<file path="src/sv/ejsj_pkg.sv">
package ejsj_pkg;

   typedef struct packed {
      logic [7:0] in_byte;
      logic       in_last;
   } req_type;

   typedef struct packed {
      logic [7:0] out_byte;
      logic       out_last;
   } rsp_type;

   // accepted byte together with the lead state seen when it arrived
   typedef struct packed {
      logic [7:0] in_byte;
      logic       in_last;
      logic       pending;
      logic [7:0] lead;
   } stage_type;

   typedef struct packed {
      logic [1:0] count;
      rsp_type    first;
      rsp_type    second;
   } result_type;

   localparam logic [7:0]  KanaLead    = 8'h8e;
   localparam logic [7:0]  KanaLow     = 8'ha0;
   localparam logic [7:0]  KanaHigh    = 8'hdf;
   localparam logic [5:0]  KanaBase    = 6'h20;
   localparam logic [15:0] JisMask     = 16'h7f7f;
   localparam logic [7:0]  OddAdd      = 8'h1f;
   localparam logic [7:0]  EvenAdd     = 8'h7d;
   localparam logic [7:0]  LoGap       = 8'h7f;
   localparam logic [15:0] RowBase     = 16'h0021;
   localparam logic [15:0] SjisBase    = 16'h0081;
   localparam logic [15:0] SjisGapTop  = 16'h009f;
   localparam logic [15:0] SjisGapSkip = 16'h0040;
   localparam int unsigned QueueDepth  = 4;

   localparam logic [15:0] KANA_TO_JIS [64] = '{
      16'h2121, 16'h2123, 16'h2156, 16'h2157, 16'h2122, 16'h2126, 16'h2572, 16'h2521,
      16'h2523, 16'h2525, 16'h2527, 16'h2529, 16'h2563, 16'h2565, 16'h2567, 16'h2543,
      16'h213c, 16'h2522, 16'h2524, 16'h2526, 16'h2528, 16'h252a, 16'h252b, 16'h252d,
      16'h252f, 16'h2531, 16'h2533, 16'h2535, 16'h2537, 16'h2539, 16'h253b, 16'h253d,
      16'h253f, 16'h2541, 16'h2544, 16'h2546, 16'h2548, 16'h254a, 16'h254b, 16'h254c,
      16'h254d, 16'h254e, 16'h254f, 16'h2552, 16'h2555, 16'h2558, 16'h255b, 16'h255e,
      16'h255f, 16'h2560, 16'h2561, 16'h2562, 16'h2564, 16'h2566, 16'h2568, 16'h2569,
      16'h256a, 16'h256b, 16'h256c, 16'h256d, 16'h256f, 16'h2573, 16'h212b, 16'h212c
   };

   function automatic logic [15:0] pair_to_sjis(input logic [7:0] lead,
                                                input logic [7:0] trail);
      logic [15:0] jis;
      logic [15:0] hi;
      logic [7:0]  lo;
      logic [5:0]  idx;
      idx = trail[5:0] - KanaBase;
      if (lead == KanaLead) begin
         jis = (trail >= KanaLow && trail <= KanaHigh) ? KANA_TO_JIS[idx] : 16'h0000;
      end else begin
         jis = {lead, trail} & JisMask;
      end
      hi = {8'h00, jis[15:8]};
      lo = jis[7:0];
      lo = lo + (hi[0] ? OddAdd : EvenAdd);
      if (lo >= LoGap) begin
         lo = lo + 8'h01;
      end
      hi = ((hi - RowBase) >> 1) + SjisBase;
      if (hi > SjisGapTop) begin
         hi = hi + SjisGapSkip;
      end
      return {hi[7:0], lo};
   endfunction

endpackage

</file>
<file path="src/sv/ejsj_conv.sv">
module ejsj_conv (
   input  ejsj_pkg::stage_type  stage,
   output ejsj_pkg::result_type result
);

   logic [7:0]  lead;
   logic [7:0]  trail;
   logic [15:0] sj;

   assign lead  = stage.pending ? stage.lead : stage.in_byte;
   assign trail = stage.pending ? stage.in_byte : 8'h00;
   assign sj    = ejsj_pkg::pair_to_sjis(lead, trail);

   always_comb begin
      result.count           = 2'd0;
      result.first.out_byte  = sj[15:8];
      result.first.out_last  = 1'b0;
      result.second.out_byte = sj[7:0];
      result.second.out_last = stage.in_last;
      priority if (stage.pending) begin
         result.count = 2'd2;
      end else if (!stage.in_byte[7]) begin
         // plain ascii byte passes through
         result.count          = 2'd1;
         result.first.out_byte = stage.in_byte;
         result.first.out_last = stage.in_last;
      end else if (stage.in_last) begin
         // lone lead at end of text pairs with a zero trail
         result.count = 2'd2;
      end else begin
         result.count = 2'd0;
      end
   end

endmodule

</file>
<file path="src/sv/euc_jp_to_shift_jis_stream_top.sv">
// EUC-JP to Shift-JIS byte stream converter. One input byte is taken per clock
// when the result side keeps up; a byte enters an input register, is converted
// by a short table lookup and adds, and its zero, one or two Shift-JIS bytes are
// written to a four-entry result queue. The result port moves one byte per cycle
// while rsp_stall is low, so a two-byte pair keeps the sustained rate at one
// byte per cycle, while a lone lead byte marked last gives two result bytes
// for one input transaction. The input stalls when the queue lacks room for
// the staged byte's results.
module euc_jp_to_shift_jis_stream_top (
   input  logic              clock,
   input  logic              reset,
   input  logic              req_valid,
   output logic              req_stall,
   input  ejsj_pkg::req_type req_data,
   output logic              rsp_valid,
   input  logic              rsp_stall,
   output ejsj_pkg::rsp_type rsp_data
);

   logic                   lead_pending_ff, lead_pending_in;
   logic [7:0]             held_lead_ff, held_lead_in;
   logic                   s_valid_ff, s_valid_in;
   ejsj_pkg::stage_type    stage_ff, stage_in;
   ejsj_pkg::result_type   result;
   ejsj_pkg::rsp_type      q_ff [ejsj_pkg::QueueDepth];
   logic [1:0]             head_ff, head_in;
   logic [1:0]             tail_ff, tail_in;
   logic [2:0]             count_ff, count_in;
   logic [3:0]             room_need;
   logic                   accept;
   logic                   s_move;
   logic                   pop;
   logic                   push_one;
   logic                   push_two;

   ejsj_conv u_conv (
      .stage  (stage_ff),
      .result (result)
   );

   assign room_need = {1'b0, count_ff} + {2'b00, result.count};
   assign s_move    = s_valid_ff && (room_need <= 4'(ejsj_pkg::QueueDepth));
   assign req_stall = s_valid_ff && !s_move;
   assign accept    = req_valid && !req_stall;
   assign rsp_valid = (count_ff != 3'd0);
   assign rsp_data  = q_ff[head_ff];
   assign pop       = rsp_valid && !rsp_stall;
   assign push_one  = s_move && (result.count != 2'd0);
   assign push_two  = s_move && (result.count == 2'd2);

   always_comb begin
      lead_pending_in = lead_pending_ff;
      held_lead_in    = held_lead_ff;
      stage_in        = stage_ff;
      s_valid_in      = s_valid_ff;
      if (s_move) begin
         s_valid_in = 1'b0;
      end
      if (accept) begin
         s_valid_in       = 1'b1;
         stage_in.in_byte = req_data.in_byte;
         stage_in.in_last = req_data.in_last;
         stage_in.pending = lead_pending_ff;
         stage_in.lead    = held_lead_ff;
         priority if (lead_pending_ff) begin
            lead_pending_in = 1'b0;
         end else if (req_data.in_byte[7] && !req_data.in_last) begin
            lead_pending_in = 1'b1;
            held_lead_in    = req_data.in_byte;
         end else begin
            lead_pending_in = lead_pending_ff;
         end
      end
      head_in  = head_ff + {1'b0, pop};
      tail_in  = tail_ff + {push_two, push_one && !push_two};
      count_in = count_ff + {1'b0, push_two, push_one && !push_two} - {2'b00, pop};
   end

   always_ff @(posedge clock) begin
      if (reset) begin
         lead_pending_ff <= 1'b0;
         held_lead_ff    <= 8'h00;
         s_valid_ff      <= 1'b0;
         head_ff         <= 2'd0;
         tail_ff         <= 2'd0;
         count_ff        <= 3'd0;
      end else begin
         lead_pending_ff <= lead_pending_in;
         held_lead_ff    <= held_lead_in;
         s_valid_ff      <= s_valid_in;
         head_ff         <= head_in;
         tail_ff         <= tail_in;
         count_ff        <= count_in;
      end
   end

   always_ff @(posedge clock) begin
      stage_ff <= stage_in;
   end

   always_ff @(posedge clock) begin
      if (push_one) begin
         q_ff[tail_ff] <= result.first;
      end
      if (push_two) begin
         q_ff[tail_ff + 2'd1] <= result.second;
      end
   end

   a_count_bound: assert property (@(posedge clock) disable iff (reset)
      count_ff <= 3'(ejsj_pkg::QueueDepth))
      else $error("result queue count out of range");

   a_empty_ptrs: assert property (@(posedge clock) disable iff (reset)
      count_ff == 3'd0 |-> head_ff == tail_ff)
      else $error("empty queue with unequal pointers");

   a_held_lead: assert property (@(posedge clock) disable iff (reset)
      lead_pending_ff |-> held_lead_ff[7])
      else $error("held lead below 0x80");

   a_pair_close: assert property (@(posedge clock) disable iff (reset)
      accept && lead_pending_ff |=> !lead_pending_ff && s_valid_ff && stage_ff.pending)
      else $error("trail transaction did not close the held pair");

endmodule
</file>
<file path="config.mk">
export PLATFORM = sky130hd
export DESIGN_NAME = euc_jp_to_shift_jis_stream_top
export DESIGN_NICKNAME = d
export VERILOG_FILES = /design/src/sv/ejsj_pkg.sv /design/src/sv/ejsj_conv.sv /design/src/sv/euc_jp_to_shift_jis_stream_top.sv
export SDC_FILE = /design/constraint.sdc
export NUM_CORES = 1
export LEC_CHECK = 0
export BUFFER_PORTS_ARGS = -buffer_cell sky130_fd_sc_hd__buf_2
export CORE_AREA = 2 2 93 95
export CTS_CLUSTER_SIZE = 40
export DETAILED_ROUTE_END_ITERATION = 7
export DIE_AREA = 0 0 95 97
export GPL_TIMING_DRIVEN = 0
export HOLD_SLACK_MARGIN = 0.03
export MAX_ROUTING_LAYER = met4
export PLACE_DENSITY_LB_ADDON = 0.08
export SLEW_MARGIN = 20
export SYNTH_ARGS = -nofsm -noshare
export SYNTH_HDL_FRONTEND = slang
export SYNTH_SLANG_ARGS = --single-unit
</file>
<file path="constraint.sdc">
create_clock -name clock -period 11.2 [get_ports clock]
set_clock_uncertainty 0.05 [all_clocks]
set_input_delay 1.12 -clock clock [delete_from_list [all_inputs] [get_ports clock]]
set_output_delay 1.12 -clock clock [all_outputs]
set_load 0.03 [all_outputs]
</file>
==> impl_metrics.tcl, run 1 <==
set metrics [dict create \
    status "finished, final reports clean" \
    synth_nets 568 \
    critical_path.endpoint "q_ff[1][8]$_DFFE_PP_" \
    postCtsHoldBufs 0 \
    layout.core_utilization 0.696 \
    timing.hold.worst.class "flip-flop to flip-flop" \
    leakage_power_total_nw 2.23 \
    flip_flop_and_latch_count_after_synthesis 71 \
    filler_cell_count 617 \
    cts_tree "built" \
    wire_length_of_the_first_global_routing_pass_um 20600 \
    worstPathRequired_ns 11.22 \
    ir_drop_uv 131 \
    setup_viol 0 \
    initial_core_util 0.640 \
    crit_fanout 10 \
    drc 0 \
    post_cts_resize_count 0 \
    final_common_cell "sky130_fd_sc_hd__edfxtp_1" \
    clock-root-buffer "sky130_fd_sc_hd__clkbuf_8" \
    number_of_detailed_routing_iterations_run_before_antenna_repair 6 \
    synth_ff_type "sky130_fd_sc_hd__edfxtp_1" \
    htree_levels 3 \
    fraction_of_layout_cells_with_a_size_suffix_above_1 0.147 \
    fin_nets 603 \
    drt_iter0_drc 389 \
    finalCriticalPeriod_ns 5.49 \
    syn-mean-instance-area_um2 9.80 \
    grt_max_degree 20 \
    initial_antenna_violation_count 0 \
    dieWidth_um 95 \
    worst_margin_slew_ns 0.916 \
    via_to_cell_ratio 6.35 \
    setup_tns_final_ns 0 \
    fin_crit_sh 0.490 \
    postRouteWirelength_um 12500 \
    drtAntennaViolNets 0 \
    max_freq_mhz 182 \
    grt_pass1_vias 4175 \
    ys_warn_count 0 \
    grt_usage 0.295 \
    cell_row_count 33 \
    clk_path_buf_depth 2 \
    crit_path_start_kind "flip-flop" \
    die_height_um 97 \
    port-buffer-count 22 \
    hold_viol_final 0 \
    core-area_um2 8130 \
    insertion_delay_ns 0.35 \
    die-area_um2 9220 \
    finalMaxSlewViolations 0 \
    area_growth_pct 8.73 \
    synth_cells 531 \
    power.density_nw_per_um2 182 \
    rr_startpoint "stage_ff[8]$_DFFE_PP_" \
    mappedNetlistArea_um2 5200 \
    rsz0062_at_grt "no" \
    cts_sinks 71 \
    slew-limit-headroom 0.387 \
    worst_setup_hold_path_clk_slew_ns 0.08 \
    maxCapViolCount 0 \
    cts_inserted_buffers 9 \
    top_level_ports 24 \
    crit_path_start "stage_ff[8]$_DFFE_PP_" \
    netlist-cell-type-count 66 \
    top_library_cells_by_usage_in_the_layout_fill_and_taps_aside "54 x sky130_fd_sc_hd__edfxtp_1, 45 x sky130_fd_sc_hd__mux2i_1, 42 x sky130_fd_sc_hd__nor2_1" \
    avgRoutedWirePerCell_um 18.5 \
    worst_r2r_path_depth 22 \
    worstReg2RegEnd "q_ff[1][8]$_DFFE_PP_" \
    part_of_the_yosys_area_used_for_sequential_elements 0.377 \
    grt_remaining_overflow 0 \
    synth_edf_count 54 \
    hpwlAfterDp_um 9250 \
    antenna_cells 0 \
    via_count 4293 \
    worst_ep_arrival_time_ns 5.51 \
    cts_setup_buffers 0 \
    worst-r2r-setup-slack_ns 5.71 \
    gp_congestion 0.953 \
    critical_path.endpoint_type "flip-flop" \
    worst-setup-path-type "flip-flop to flip-flop" \
    ys_async_sr_fraction 0 \
]
-- kinds of logic after synthesis --
logic type	synth area share
adders and majority gates	0.0620
DFF	0.377
xor gates and xnor gates	0.0269
and+or+nand+nor	0.180
buffers and inverters	0.0527
muxes	0.141
AOI/OAI and AO/OA	0.160
-- flip-flops by register name, summed over array words and instances (netlist names) --
register,flops
lead_pending_ff,1
head_ff,2
stage_ff,18
tail_ff,2
q_ff,36
count_ff,3
held_lead_ff,8
s_valid_ff,1
-- cell usage after synthesis, drive strengths merged, types with 3 or more instances --
library cell | number | share of area
xnor2 | 12 | 0.020
a2111oi | 3 | 0.0051
and2 | 9 | 0.011
buf | 16 | 0.023
ha | 21 | 0.050
mux2i | 45 | 0.087
nor3b | 7 | 0.010
a21oi | 36 | 0.035
a311oi | 3 | 0.0051
edfxtp | 54 | 0.31
a21o | 3 | 0.0043
o21a | 5 | 0.0075
xor2 | 4 | 0.0067
clkbuf | 16 | 0.012
a211oi | 7 | 0.013
nand2b | 8 | 0.0096
mux2 | 7 | 0.016
nor4 | 4 | 0.0060
dfxtp | 17 | 0.065
nand3 | 14 | 0.013
nand4b | 3 | 0.0051
and3 | 5 | 0.0060
o22ai | 5 | 0.0060
or2 | 5 | 0.0060
nand2 | 36 | 0.026
o211ai | 6 | 0.0087
o2111ai | 3 | 0.0051
nor2b | 16 | 0.019
inv | 25 | 0.018
nor2 | 42 | 0.030
o221ai | 3 | 0.0063
a211o | 3 | 0.0051
or3 | 3 | 0.0036
fa | 3 | 0.012
o21ai | 26 | 0.025
nand3b | 4 | 0.0058
nand4 | 4 | 0.0048
o31ai | 3 | 0.0043
nor3 | 12 | 0.012
mux4 | 9 | 0.039
a31oi | 6 | 0.0084
-- layer usage --
layer / GRT usage / part of all wire / vias up
li1: - / - / 2040
met1: 0.407 / 0.44 / 2024
met2: 0.435 / 0.46 / 207
met3: 0.0685 / 0.092 / 22
met4: 0.0870 / 0.016 / 0
met5: - / 0 / -
-- power breakdown --
part | switching [mW] | internal, mW
registers | 0.0178 | 0.333
clock network | 0.110 | 0.0853
logic | 0.294 | 0.188
-- final cells by class --
type	count	area (um^2)	share of cell area
Clock buffer	9	124	0.0219
Timing Repair Buffer	24	125	0.0221
Buffer	32	180	0.0318
Inverter	25	93.8	0.0166
Sequential cell	71	1960	0.347
Clock inverter	7	63.8	0.0113
Tap cell	105	131	0.0232
Multi-Input combinational cell	403	2980	0.526
-- through the flow --
step / cells / worst slack, ns / area [um^2] / total power [mW] / hold WS [ns]
global placement: 658 / 5.96 / 5450 / 0.810 / 0.365
CTS: 676 / 5.82 / 5660 / 1.03 / 0.386
global route: 676 / 5.24 / 5660 / 1.10 / 0.395
floorplan: 531 / 6.65 / 5200 / 0.720 / 0.358
detailed placement: 660 / 5.85 / 5470 / 0.831 / 0.370
finish: 676 / 5.71 / 5660 / 1.03 / 0.386
-- worst max-delay path, cell delays in order (launching register included) --
cell and delay, ns:
sky130_fd_sc_hd__edfxtp_1 0.51, sky130_fd_sc_hd__buf_6 0.20, sky130_fd_sc_hd__buf_6 0.15, sky130_fd_sc_hd__nand2_1 0.20, sky130_fd_sc_hd__inv_1 0.12, sky130_fd_sc_hd__ha_1 0.28, sky130_fd_sc_hd__nor2b_1 0.21, sky130_fd_sc_hd__a21oi_1 0.07
sky130_fd_sc_hd__a21oi_1 0.16, sky130_fd_sc_hd__nor2_1 0.05, sky130_fd_sc_hd__a21oi_1 0.13, sky130_fd_sc_hd__nor2_1 0.06, sky130_fd_sc_hd__a2111o_1 0.36, sky130_fd_sc_hd__o21ai_0 0.13, sky130_fd_sc_hd__ha_1 0.34, sky130_fd_sc_hd__o211ai_1 0.12
sky130_fd_sc_hd__o32ai_1 0.12, sky130_fd_sc_hd__nor4_1 0.52, sky130_fd_sc_hd__nand4b_1 0.22, sky130_fd_sc_hd__a211oi_2 0.40, sky130_fd_sc_hd__nand2_1 0.15, sky130_fd_sc_hd__o2bb2ai_1 0.51, sky130_fd_sc_hd__mux2i_1 0.17
-- how the worst min path moves through the flow --
stage                                       startpoint               endpoint  slack [ns]  cells past startpoint
after floorplan           held_lead_ff[0]$_SDFFE_PP0P_  stage_ff[0]$_DFFE_PP_        0.36                      0
after global placement    held_lead_ff[7]$_SDFFE_PP0P_  stage_ff[7]$_DFFE_PP_        0.37                      0
after detailed placement  held_lead_ff[4]$_SDFFE_PP0P_  stage_ff[4]$_DFFE_PP_        0.37                      0
after CTS                 held_lead_ff[2]$_SDFFE_PP0P_  stage_ff[2]$_DFFE_PP_        0.39                      0
after global routing      held_lead_ff[7]$_SDFFE_PP0P_  stage_ff[7]$_DFFE_PP_        0.39                      0
final                     held_lead_ff[6]$_SDFFE_PP0P_  stage_ff[6]$_DFFE_PP_        0.39                      0
No activity file was read; power rests on OpenSTA's default activity.
==> run 2, diff against run 1 <==
--- a/config.mk
+++ b/config.mk
@@ -6,10 +6,10 @@
 export NUM_CORES = 1
 export LEC_CHECK = 0
 export BUFFER_PORTS_ARGS = -buffer_cell sky130_fd_sc_hd__buf_2
-export CORE_AREA = 2 2 93 95
+export CORE_AREA = 2 2 99 101
 export CTS_CLUSTER_SIZE = 40
 export DETAILED_ROUTE_END_ITERATION = 7
-export DIE_AREA = 0 0 95 97
+export DIE_AREA = 0 0 101 103
 export GPL_TIMING_DRIVEN = 0
 export HOLD_SLACK_MARGIN = 0.03
 export MAX_ROUTING_LAYER = met4
==> constraint.sdc (replaced) <==
create_clock -name clock -period 4.76 [get_ports clock]
set_clock_uncertainty 0.05 [all_clocks]
set_input_delay 0.476 -clock clock [delete_from_list [all_inputs] [get_ports clock]]
set_output_delay 0.476 -clock clock [all_outputs]
set_load 0.03 [all_outputs]
==> run 2 against run 1 <==
Effect of this change:
- power grew 140%
- final area up 5.6%
- worst setup slack got worse by 5.6 ns
- critical path type unchanged
- die area increased by 13%
- flip-flop and latch count stayed put
- sequential share of layout area down 1.9 points
- critical endpoint is now q_ff[0][3]$_DFFE_PP_
- clock power is 110% higher
- cell count rose by 2.8%
- highest routed layer unchanged
- critical path depth shrank 1
- non-clock buffer count grew 10
==> impl_metrics.tcl, run 2 (same netlist as run 1, synthesis figures left out) <==
set metrics [dict create \
    timing.hold.worst.class "input pin to flip-flop" \
    cts_inserted_buffers 9 \
    core-area_um2 9460 \
    postRouteWirelength_um 12600 \
    regMostFlops "q_ff" \
    wire_length_of_the_first_global_routing_pass_um 19900 \
    initial_antenna_violation_count 0 \
    drc 0 \
    gr-usage-met3 0.0386 \
    hold_viol_final 0 \
    drtAntennaViolNets 0 \
    finish.cell_count_without_fillers 695 \
    drt_iter0_drc 296 \
    finalCriticalPeriod_ns 4.60 \
    die-area_um2 10400 \
    worst-setup-path-type "flip-flop to flip-flop" \
    critPathMaxStageDelay_ns 0.57 \
    crit_fanout 6 \
    maxCapViolCount 0 \
    number_of_detailed_routing_iterations_run_before_antenna_repair 5 \
    clock-root-buffer "sky130_fd_sc_hd__clkbuf_8" \
    insertion_delay_ns 0.34 \
    timing.critical_path.max_delay_family "compound AO/OA/AOI/OAI gates" \
    max_freq_mhz 217 \
    avgRoutedWirePerCell_um 18.1 \
    worstPathRequired_ns 4.78 \
    filler_cell_count 801 \
    top_level_ports 24 \
    area_growth_pct 14.9 \
    slew-limit-headroom 0.375 \
    fin_total_pwr_mw 2.46 \
    fin_nets 613 \
    worst_margin_slew_ns 0.934 \
    gp_congestion 0.918 \
    htree_levels 3 \
    worst_slack_ns 0.157 \
    cell_row_count 36 \
    die_height_um 103 \
    rsz0062_at_grt "yes" \
    cp_num_buf_inv 4 \
    biggestRegsByFlops "q_ff (36), stage_ff (18), held_lead_ff (8)" \
    dieWidth_um 101 \
    cts_sinks 71 \
    via_to_cell_ratio 6.01 \
    top_library_cells_by_usage_in_the_layout_fill_and_taps_aside "54 x sky130_fd_sc_hd__edfxtp_1, 43 x sky130_fd_sc_hd__mux2i_1, 41 x sky130_fd_sc_hd__nor2_1" \
    ir_drop_uv 242 \
    crit_path_start_kind "flip-flop" \
    layout.core_utilization 0.632 \
    grt.busiest_layer "met2" \
    power.density_nw_per_um2 412 \
    finalMaxSlewViolations 0 \
    dp_slack_ns -0.604 \
    fraction_of_layout_cells_with_a_size_suffix_above_1 0.229 \
    via_count 4179 \
    hpwlAfterDp_um 9230 \
    initial_core_util 0.550 \
    use_met1 0.340 \
    clk_path_buf_depth 2 \
    grt_usage 0.255 \
    port-buffer-count 22 \
    fin_crit_sh 0.967 \
    worst_ep_arrival_time_ns 4.62 \
    leakage_power_total_nw 2.32 \
    status "finished, final reports clean" \
    worst_setup_hold_path_clk_slew_ns 0.08 \
    setup_viol 0 \
    grt_remaining_overflow 0 \
    worst-r2r-setup-slack_ns 0.16 \
    slowest_stage "sky130_fd_sc_hd__or4_4" \
    critical_path.endpoint_type "flip-flop" \
    final_common_cell "sky130_fd_sc_hd__edfxtp_1" \
    largest_reg_flops 36 \
    met2_demand_to_capacity_share_in_global_routing 0.405 \
    grt_max_degree 20 \
    cts_tree "built" \
    critical_path.cell_chain "buf_6 -> buf_12 -> nand2_8 -> inv_4 -> ha_1 -> nand3_1 -> o21ai_0 -> a21oi_1 -> a31oi_1 -> a2111o_1 -> o21ai_2 -> ha_4 -> o211ai_1 -> o32ai_2 -> or4_4 -> o21a_4 -> a211oi_4 -> a31oi_4 -> a211oi_2 -> buf_4 -> mux2i_1" \
    place.detailed.instances 669 \
    antenna_cells 0 \
    grt_pass1_vias 3909 \
]
-- run 2: path summary, 6_finish.rpt --
path                                                   start                      to  cells past startpoint
worst max-delay path                   stage_ff[8]$_DFFE_PP_    q_ff[0][3]$_DFFE_PP_                     21
worst min-delay path                             req_data[6]  stage_ff[15]$_DFFE_PP_                      1
worst max register to register         stage_ff[8]$_DFFE_PP_    q_ff[0][3]$_DFFE_PP_                     21
worst min register to register  held_lead_ff[2]$_SDFFE_PP0P_   stage_ff[2]$_DFFE_PP_                      0
-- run 2: area by class of cell --
cell class                      count  area, um^2  share of cell area
Inverter                           25        96.3              0.0161
Timing Repair Buffer               38         228              0.0381
Buffer                             28         191              0.0320
Clock buffer                       10         128              0.0214
Multi-Input combinational cell    403        3190               0.534
Tap cell                          114         143              0.0239
Clock inverter                      6        38.8             0.00649
Sequential cell                    71        1960               0.328
-- run 2: report_power, final --
group	switching [mW]	internal (mW)
sequential	0.0422	0.784
combinational	0.718	0.501
clock	0.228	0.187
total	0.988	1.47
-- run 2: through the flow --
step	TNS (ns)	instance area, um^2	hold WS (ns)
floorplan	0	5200	0.358
global placement	-29.18	5460	0.364
detailed placement	-22.41	5480	0.370
CTS	0	5840	0.260
global route	-0.155	5980	0.265
finish	0	5980	0.274
-- run 2: layer usage --
| metal | share of wire | vias to the layer above |
|---|---|---|
| met3 | 0.049 | 16 |
| met2 | 0.48 | 132 |
| met1 | 0.45 | 1965 |
| met4 | 0.016 | 0 |
| li1 | - | 2066 |
| met5 | 0 | - |
-- run 2: what timing repair did --
action | CTS | global route
resized for setup | 37 | 27
setup buffers | 5 | 8
endpoints found under the setup margin | 64 | 41
cloned | 0 | 1
hold buffers | 0 | 0
pin swaps | 6 | 12
-- run 2: worst register-to-register path: stages (launching register included) --
cell,delay (ns)
sky130_fd_sc_hd__edfxtp_1,0.43
sky130_fd_sc_hd__buf_6,0.15
sky130_fd_sc_hd__buf_12,0.14
sky130_fd_sc_hd__nand2_8,0.07
sky130_fd_sc_hd__inv_4,0.06
sky130_fd_sc_hd__ha_1,0.22
sky130_fd_sc_hd__nand3_1,0.08
sky130_fd_sc_hd__o21ai_0,0.08
sky130_fd_sc_hd__a21oi_1,0.18
sky130_fd_sc_hd__a31oi_1,0.08
sky130_fd_sc_hd__a2111o_1,0.45
sky130_fd_sc_hd__o21ai_2,0.10
sky130_fd_sc_hd__ha_4,0.24
sky130_fd_sc_hd__o211ai_1,0.11
sky130_fd_sc_hd__o32ai_2,0.13
sky130_fd_sc_hd__or4_4,0.57
sky130_fd_sc_hd__o21a_4,0.23
sky130_fd_sc_hd__a211oi_4,0.32
sky130_fd_sc_hd__a31oi_4,0.18
sky130_fd_sc_hd__a211oi_2,0.25
sky130_fd_sc_hd__buf_4,0.16
sky130_fd_sc_hd__mux2i_1,0.07
==> run 3, diff against run 2 <==
--- a/config.mk
+++ b/config.mk
@@ -5,11 +5,11 @@
 export SDC_FILE = /design/constraint.sdc
 export NUM_CORES = 1
 export LEC_CHECK = 0
-export BUFFER_PORTS_ARGS = -buffer_cell sky130_fd_sc_hd__buf_2
-export CORE_AREA = 2 2 99 101
+export CORE_AREA = 2 2 97 99
 export CTS_CLUSTER_SIZE = 40
 export DETAILED_ROUTE_END_ITERATION = 7
-export DIE_AREA = 0 0 101 103
+export DIE_AREA = 0 0 99 101
+export DONT_BUFFER_PORTS = 1
 export GPL_TIMING_DRIVEN = 0
 export HOLD_SLACK_MARGIN = 0.03
 export MAX_ROUTING_LAYER = met4
==> run 3 against run 2 <==
Effect of this change:
- clock power grew 38%
- via count up 0.26%
- cell count decreased by 4.0%
- sequential power barely moved
- critical path depth grew 1
- core utilization increased by 3.3 points
- sequential share of layout area grew 0.069 points
- hold slack worse by 0.11 ns
- final area decreased by 0.21%
- power grew 6.0%
- combinational power about the same
==> impl_metrics.tcl, run 3 (same netlist as run 1, synthesis figures left out) <==
set metrics [dict create \
    area_growth_pct 14.6 \
    finalCriticalPeriod_ns 4.63 \
    cts_sinks 71 \
    timing.hold.worst.class "input pin to flip-flop" \
    status "finished, final reports clean" \
    worst-setup-path-type "flip-flop to flip-flop" \
    cell_row_count 35 \
    worst_margin_slew_ns 0.878 \
    port-buffer-count 0 \
    clk_path_buf_depth 2 \
    drc 0 \
    number_of_detailed_routing_iterations_run_before_antenna_repair 5 \
    regArea_um2 1960 \
    setup_viol 0 \
    initial_core_util 0.580 \
    setup_tns_final_ns 0 \
    via_to_cell_ratio 6.28 \
    final_common_cell "sky130_fd_sc_hd__edfxtp_1" \
    fraction_of_layout_cells_with_a_size_suffix_above_1 0.194 \
    die-area_um2 10000 \
    wire_length_of_the_first_global_routing_pass_um 20100 \
    cts_tree "built" \
    fin_nets 589 \
    maxCapViolCount 0 \
    via_count 4190 \
    gp_congestion 0.894 \
    worstPathRequired_ns 4.78 \
    critical_path.endpoint_type "flip-flop" \
    regMostFlops "q_ff" \
    multiInputGateArea_um2 3230 \
    fin_worst_hold_slack_ns 0.160 \
    grt_pass1_vias 3960 \
    largest_reg_flops 36 \
    finish.cell_count_without_fillers 667 \
    leakage_power_total_nw 2.26 \
    slew-limit-headroom 0.413 \
    drt_iter0_drc 283 \
    dpl-instance-area_um2 5370 \
    filler_cell_count 717 \
    grt_max_degree 20 \
    crit_fanout 10 \
    fin_crit_sh 0.972 \
    final_cell_area_um2 5960 \
    cts_inserted_buffers 9 \
    core-area_um2 8980 \
    insertion_delay_ns 0.36 \
    rsz0062_at_grt "no" \
    die_height_um 101 \
    top_level_ports 24 \
    finalMaxSlewViolations 0 \
    grt_usage 0.264 \
    grt_remaining_overflow 0 \
    antenna_cells 0 \
    drtAntennaViolNets 0 \
    crit_path_start_kind "flip-flop" \
    initial_antenna_violation_count 0 \
    postCtsHoldBufs 0 \
    hold_viol_final 0 \
    postRouteWirelength_um 12800 \
    hpwlAfterDp_um 9220 \
    worst_ep_arrival_time_ns 4.65 \
    ir_drop_uv 294 \
    place.detailed.instances 644 \
    avgRoutedWirePerCell_um 19.2 \
    max_freq_mhz 216 \
    top_library_cells_by_usage_in_the_layout_fill_and_taps_aside "54 x sky130_fd_sc_hd__edfxtp_1, 42 x sky130_fd_sc_hd__mux2i_1, 41 x sky130_fd_sc_hd__nor2_1" \
    htree_levels 3 \
    biggestRegsByFlops "q_ff (36), stage_ff (18), held_lead_ff (8)" \
    clock-root-buffer "sky130_fd_sc_hd__clkbuf_8" \
    dieWidth_um 99 \
    worst_setup_hold_path_clk_slew_ns 0.08 \
    power.density_nw_per_um2 437 \
]
run 3: cell types whose count changed in the layout (fill, tap and decap cells not counted), sizes merged:
cell    before  now
clkbuf      23   22
bufinv       0    3
inv         25   24
buf         53   29
clkinv       4    2
run 3: area by class of cell:
| type | count | share of cell area |
|---|---|---|
| clock buffer | 9 | 0.0208 |
| sequential | 71 | 0.329 |
| buffer | 28 | 0.0329 |
| multi-input combinational | 403 | 0.541 |
| tap | 111 | 0.0233 |
| clock inverter | 6 | 0.0185 |
| inverter | 25 | 0.0168 |
| timing repair buffer | 14 | 0.0176 |
run 3: worst paths after layout:
path	startpoint	end	slack, ns	cells after the start
max	stage_ff[8]$_DFFE_PP_	q_ff[3][3]$_DFFE_PP_	0.13	22
min	req_data[6]	stage_ff[15]$_DFFE_PP_	0.16	0
max reg2reg	stage_ff[8]$_DFFE_PP_	q_ff[3][3]$_DFFE_PP_	0.13	22
min reg2reg	held_lead_ff[5]$_SDFFE_PP0P_	stage_ff[5]$_DFFE_PP_	0.38	0
run 3: critical path, stage by stage (launching register included):
cell	delay, ns
sky130_fd_sc_hd__edfxtp_1	0.44
sky130_fd_sc_hd__buf_6	0.15
sky130_fd_sc_hd__buf_12	0.14
sky130_fd_sc_hd__nand2_8	0.09
sky130_fd_sc_hd__ha_4	0.22
sky130_fd_sc_hd__mux2i_2	0.19
sky130_fd_sc_hd__nor2_1	0.06
sky130_fd_sc_hd__a21oi_1	0.11
sky130_fd_sc_hd__nor2_1	0.05
sky130_fd_sc_hd__a21oi_1	0.16
sky130_fd_sc_hd__nor2_1	0.06
sky130_fd_sc_hd__a2111o_1	0.30
sky130_fd_sc_hd__o21ai_2	0.10
sky130_fd_sc_hd__ha_4	0.23
sky130_fd_sc_hd__o211ai_1	0.11
sky130_fd_sc_hd__o32ai_2	0.14
sky130_fd_sc_hd__or4_4	0.58
sky130_fd_sc_hd__o21a_4	0.23
sky130_fd_sc_hd__a211oi_4	0.27
sky130_fd_sc_hd__a31oi_4	0.18
sky130_fd_sc_hd__a211oi_2	0.25
sky130_fd_sc_hd__buf_4	0.16
sky130_fd_sc_hd__mux2i_1	0.07
run 3: layer usage:
metal	part of all wire	vias up	wire, um	global-route usage
met5	0	-	0	-
met4	0.017	0	222	0.0811
met3	0.057	24	732	0.0451
met2	0.49	151	6220	0.437
met1	0.44	2001	5650	0.334
li1	-	2014	-	-
run 3: timing repair:
item	in CTS	in global routing
buffers inserted	6	6
gates resized for setup	36	35
setup endpoints to repair	56	46
pin swaps	6	18
run 3: where the power goes:
part | internal, mW | switching [mW] | total [mW]
clock | 0.344 | 0.227 | 0.571
combinational | 0.481 | 0.728 | 1.21
sequential | 0.785 | 0.0425 | 0.827
run 3: per-stage QoR:
step                power [mW]  worst slack (ns)  utilization
floorplan                 1.69             0.207            -
global route              2.76           0.00179        0.664
finish                    2.61             0.131        0.664
detailed placement        1.91            -0.643        0.598
global placement          1.88            -0.565        0.595
CTS                       2.56           0.00630        0.645
